$ cat config.mk
export PLATFORM = sky130hd
export DESIGN_NAME = bfng_ctrl
export DESIGN_NICKNAME = d
export VERILOG_FILES = /design/src/design/bfng_pkg.sv /design/src/design/bfng_ctrl.sv
export SDC_FILE = /design/constraint.sdc
export NUM_CORES = 1
export LEC_CHECK = 0
export ABC_AREA = 1
export BUFFER_PORTS_ARGS = -buffer_cell sky130_fd_sc_hd__buf_2
export CAP_MARGIN = 20
export CORE_AREA = 2 2 39 41
export DETAILED_ROUTE_END_ITERATION = 12
export DIE_AREA = 0 0 41 43
export MAX_ROUTING_LAYER = met4
export PLACE_DENSITY = 0.68
export RECOVER_POWER = 100
export SYNTH_ARGS = -nofsm -noshare
export SYNTH_HDL_FRONTEND = slang
export SYNTH_SLANG_ARGS = --single-unit
$ cat constraint.sdc
create_clock -name i_clk -period 2.9 [get_ports i_clk]
set_clock_uncertainty 0.1 [all_clocks]
set_input_delay 0.58 -clock i_clk [delete_from_list [all_inputs] [get_ports i_clk]]
set_output_delay 0.58 -clock i_clk [all_outputs]
set_load 0.1 [all_outputs]
$ cat src/design/bfng_pkg.sv
// bfng_pkg: shared constants, register indexes, walk modes and the
// command and status structs between the controller and the datapath
// no dependencies
package bfng_pkg;

    localparam int VERT_BITS       = 8;
    localparam int RAW_WEIGHT_BITS = 16;
    localparam int COST_BITS       = 24;
    localparam int WIDE_WEIGHT     = 33;
    localparam int EDGE_BITS       = 2 * VERT_BITS + RAW_WEIGHT_BITS;
    localparam int VERT_SLOTS      = 1 << VERT_BITS;
    localparam int QCOUNT_BITS     = VERT_BITS + 1;

    localparam int CFG_IDX_BITS    = 2;
    localparam int CFG_DATA_BITS   = 8;
    localparam logic [CFG_IDX_BITS-1:0] CFG_VERTEX_COUNT = 2'd0;
    localparam logic [CFG_IDX_BITS-1:0] CFG_SOURCE       = 2'd1;
    localparam logic [CFG_IDX_BITS-1:0] CFG_TARGET       = 2'd2;

    localparam logic [VERT_BITS-1:0] RESET_VERTEX_COUNT = 8'd255;
    localparam logic [VERT_BITS-1:0] RESET_SOURCE       = 8'd1;
    localparam logic [VERT_BITS-1:0] RESET_TARGET       = 8'd1;

    // what one walk over the edge store does with each edge
    localparam logic [1:0] MODE_RELAX  = 2'd0;
    localparam logic [1:0] MODE_DETECT = 2'd1;
    localparam logic [1:0] MODE_SPREAD = 2'd2;

    typedef struct packed {
        logic       load_en;
        logic       init;
        logic       fetch;
        logic       dist_rd;
        logic       cand;
        logic       cmp;
        logic       round_next;
        logic       walk_restart;
        logic       q_rd;
        logic       q_take;
        logic       t_rd;
        logic       emit;
        logic [1:0] mode;
    } t_cmd;

    typedef struct packed {
        logic start;
        logic clr_last;
        logic walk_end;
        logic changed;
        logic more_rounds;
        logic vc_gt1;
        logic q_empty;
        logic out_free;
    } t_status;

endpackage

$ cat src/design/bfng_ctrl.sv
// bfng_ctrl: sequencer for loading, relaxation rounds, detection and spreading
// depends on bfng_pkg
module bfng_ctrl (
    input  logic              i_clk,
    input  logic              i_rst_n,
    input  bfng_pkg::t_status i_st,
    output bfng_pkg::t_cmd    o_cmd
);
    localparam logic [3:0] S_IDLE  = 4'd0;
    localparam logic [3:0] S_INIT  = 4'd1;
    localparam logic [3:0] S_FETCH = 4'd2;
    localparam logic [3:0] S_EDGE  = 4'd3;
    localparam logic [3:0] S_DIST  = 4'd4;
    localparam logic [3:0] S_CMP   = 4'd5;
    localparam logic [3:0] S_QRD   = 4'd6;
    localparam logic [3:0] S_QTAKE = 4'd7;
    localparam logic [3:0] S_TRD   = 4'd8;
    localparam logic [3:0] S_DONE  = 4'd9;

    logic [3:0] r_state, n_state;
    logic [1:0] r_phase, n_phase;

    always_comb begin
        n_state = r_state;
        n_phase = r_phase;
        o_cmd   = '0;
        o_cmd.mode = r_phase;
        unique case (r_state)
            S_IDLE: begin
                o_cmd.load_en = 1'b1;
                if (i_st.start) n_state = S_INIT;
            end
            S_INIT: begin
                // clearing pass over the distance and mark rams
                o_cmd.init = 1'b1;
                if (i_st.clr_last) begin
                    n_phase = i_st.vc_gt1 ? bfng_pkg::MODE_RELAX : bfng_pkg::MODE_DETECT;
                    n_state = S_FETCH;
                end
            end
            S_FETCH: begin
                if (!i_st.walk_end) begin
                    o_cmd.fetch = 1'b1;
                    n_state = S_EDGE;
                end else if (r_phase == bfng_pkg::MODE_RELAX) begin
                    if (i_st.changed && i_st.more_rounds) begin
                        o_cmd.round_next = 1'b1;
                    end else begin
                        o_cmd.walk_restart = 1'b1;
                        n_phase = bfng_pkg::MODE_DETECT;
                    end
                end else begin
                    n_state = S_QRD;
                end
            end
            S_EDGE: begin
                o_cmd.dist_rd = 1'b1;
                n_state = S_DIST;
            end
            S_DIST: begin
                o_cmd.cand = 1'b1;
                n_state = S_CMP;
            end
            S_CMP: begin
                o_cmd.cmp = 1'b1;
                n_state = S_FETCH;
            end
            S_QRD: begin
                if (i_st.q_empty) begin
                    n_state = S_TRD;
                end else begin
                    o_cmd.q_rd = 1'b1;
                    n_state = S_QTAKE;
                end
            end
            S_QTAKE: begin
                o_cmd.q_take = 1'b1;
                n_phase = bfng_pkg::MODE_SPREAD;
                n_state = S_FETCH;
            end
            S_TRD: begin
                o_cmd.t_rd = 1'b1;
                n_state = S_DONE;
            end
            S_DONE: begin
                if (i_st.out_free) begin
                    o_cmd.emit = 1'b1;
                    n_state = S_IDLE;
                end
            end
            default: n_state = S_IDLE;
        endcase
    end

    always_ff @(posedge i_clk) begin
        if (!i_rst_n) begin
            r_state <= S_IDLE;
            r_phase <= bfng_pkg::MODE_RELAX;
        end else begin
            r_state <= n_state;
            r_phase <= n_phase;
        end
    end
endmodule

==> results.py <==
metrics = {
    "cts": {
        "htree_levels": 1,
        "cts_hold_buf": 0,
        "clock_sinks": 6,
        "clk_latency_ns": 0.24,
        "cts_buffers": 3,
        "cts-root-buf": "clkbuf_4",
        "cts_resized": 0,
        "cts_tree": "built",
        "clk_pin_slew_ns": 0.04,
        "clock_path_buffers": 2,
        "cts_setup_buffers": 0,
    },
    "place": {
        "portBuffers": 23,
        "gp_congestion": 0.8256,
        "dpl.hpwl_um": 1019,
        "place_ws_ns": 0.7780,
    },
    "sta": {
        "slew-limit-headroom_pct": 22.83,
        "hold_viol_final": 0,
        "slew_viol_final": 0,
        "setup_tns_ns": 0,
        "worst_pin_slew_ns": 1.163,
        "period_share_pct": 87.23,
        "rsz0062_at_grt": "no",
        "period_needed_ns": 2.530,
        "setup_viol": 0,
        "setup_ws_ns": 0.3702,
        "fmax_mhz": 395.3,
    },
    "critical_path": {
        "worstSetupPathType": "reg -> out",
        "required_ns": 2.22,
        "arrival_ns": 1.85,
        "critPathMaxFanout": 7,
        "start_kind": "flop",
        "end_kind": "primary output",
    },
    "layout": {
        "layout.nets": 134,
        "final_core_util_pct": 47.29,
        "nFillCells": 176,
        "final_cell_mix": "nand2_1 (26), nor2_1 (23), inv_1 (18)",
        "layout-drive-gt1-share_pct": 24.59,
        "mostFrequentLayoutCell": "nand2_1",
        "antenna_cells": 0,
        "area_growth_pct": 29.46,
    },
    "pwr": {
        "vdd_drop_max_mv": 0.4173,
        "p_seq_share_pct": 17.7,
        "clkPwrFrac_pct": 9.6,
        "switching_share_pct": 65.43,
        "p_int_w": 0.0002650,
        "power.leakage_nw": 0.4651,
        "switchingPower_w": 0.0005017,
        "power.density_nw_per_um2": 1172,
        "combPwrFrac_pct": 72.7,
    },
    "synth": {
        "synth_warnings": 0,
        "synthCells": 96,
        "ys_ff_latch": 6,
        "syn-cell-area_um2": 505.5,
        "synth.distinct_cells": 14,
        "synth.net_count": 106,
        "avgSynthCellArea_um2": 5.265,
        "ys_seq_area_share_pct": 23.76,
    },
    "routing": {
        "viasPerCell": 4.725,
        "wl_per_cell_um": 8.601,
        "dr.pass1.iters": 4,
        "num_vias": 652,
        "drtIter0Drc": 16,
        "ant_nets": 0,
        "drc": 0,
        "drt-total-wl_um": 1187,
    },
    "floorplanning": {
        "io_pins": 24,
        "start_util_pct": 36.53,
        "die_w_um": 41,
        "fp.dieH_um": 43,
        "coreArea_um2": 1384,
        "dieArea_um2": 1763,
        "fp-row-count": 14,
    },
    "global_route": {
        "grt_pass1_wl_um": 1945,
        "antenna_found_initial": 0,
        "track_usage_pct": 16.31,
        "gr-total-overflow": 0,
        "first_global_vias": 526,
        "grt_max_degree": 8,
    },
    "worst_hold_path": {
        "hp-class": "reg -> reg",
    },
    "run": {
        "drv_cap": 0,
    },
    "outcome": {
        "outcome": "completed",
    },
}
==> Yosys cell counts, drive strengths merged <==
cell type	count	area [um2]
a21oi	1	5.000
and3	1	6.260
dfxtp	6	120.1
inv	20	75.07
nand2	27	103.9
nand3	11	60.06
nand3b	1	7.510
nand4	2	12.51
nor2	26	110.1
nor3	1	5.000
==> metal layers <==
metal	track usage (%)	vias to the layer above	routed length, um
met1	22.40	298	525
met4	8.000	0	0
met2	23.13	14	614
met3	1.571	0	48
li1	-	340	-
met5	-	-	0
==> flip-flops by register name, indices dropped and copies added (netlist names) <==
register and flops:
r_phase 2, r_state 4
==> critical path, stage by stage, from the launching register on <==
cell and delay, ns:
dfxtp_1 0.44, nand4_1 0.22, inv_1 0.09, clkbuf_1 0.86
==> cells by family (layout without fill, tap and decap cells) <==
group,Yosys count,count (layout),synth area share (%)
AOI/OAI and AO/OA,1,1,0.9891
buffers and inverters,20,46,14.85
DFF,6,6,23.76
and+or+nand+nor,69,69,60.40
==> power by group through the flow <==
stage,clock [W],combinational (W),sequential [W]
2_1_floorplan,0,0.000435,0.000187
3_3_place_gp,0,0.000571,0.000137
3_5_place_dp,0,0.000572,0.000139
4_1_cts,0.0000774,0.000573,0.000137
5_1_grt,0.0000803,0.000608,0.000140
6_report,0.0000736,0.000557,0.000136
==> per-stage QoR <==
stage / std cells / hold slack [ns] / instance area (um2) / total power, W
2_1_floorplan: 96 / 0.4345 / 508.0 / 0.0006226
3_3_place_gp: 135 / 0.4178 / 643.1 / 0.0007079
3_5_place_dp: 135 / 0.4133 / 643.1 / 0.0007102
4_1_cts: 138 / 0.4205 / 665.6 / 0.0007877
5_1_grt: 138 / 0.4750 / 654.4 / 0.0008283
6_report: 138 / 0.4177 / 654.4 / 0.0007667
==> final timing paths <==
path / startpoint / endpoint / slack [ns] / cells after the start
worst min register to register: r_phase[0] / r_phase[0] / 0.42 / 2
worst max-delay path: r_state[1] / o_cmd[4] / 0.37 / 3
worst min-delay path: r_phase[0] / r_phase[0] / 0.42 / 2
worst max register to register: r_state[0] / r_state[2] / 1.34 / 6
==> final cells by class <==
class | instances | area (um2) | area share (%)
Multi-Input combinational cell | 70 | 305.3 | 46.65
Sequential cell | 6 | 120.1 | 18.36
Timing Repair Buffer | 23 | 111.4 | 17.02
Inverter | 20 | 75.07 | 11.47
Clock buffer | 3 | 22.52 | 3.442
Tap cell | 16 | 20.02 | 3.059
No activity file was read; power rests on OpenSTA's default activity.
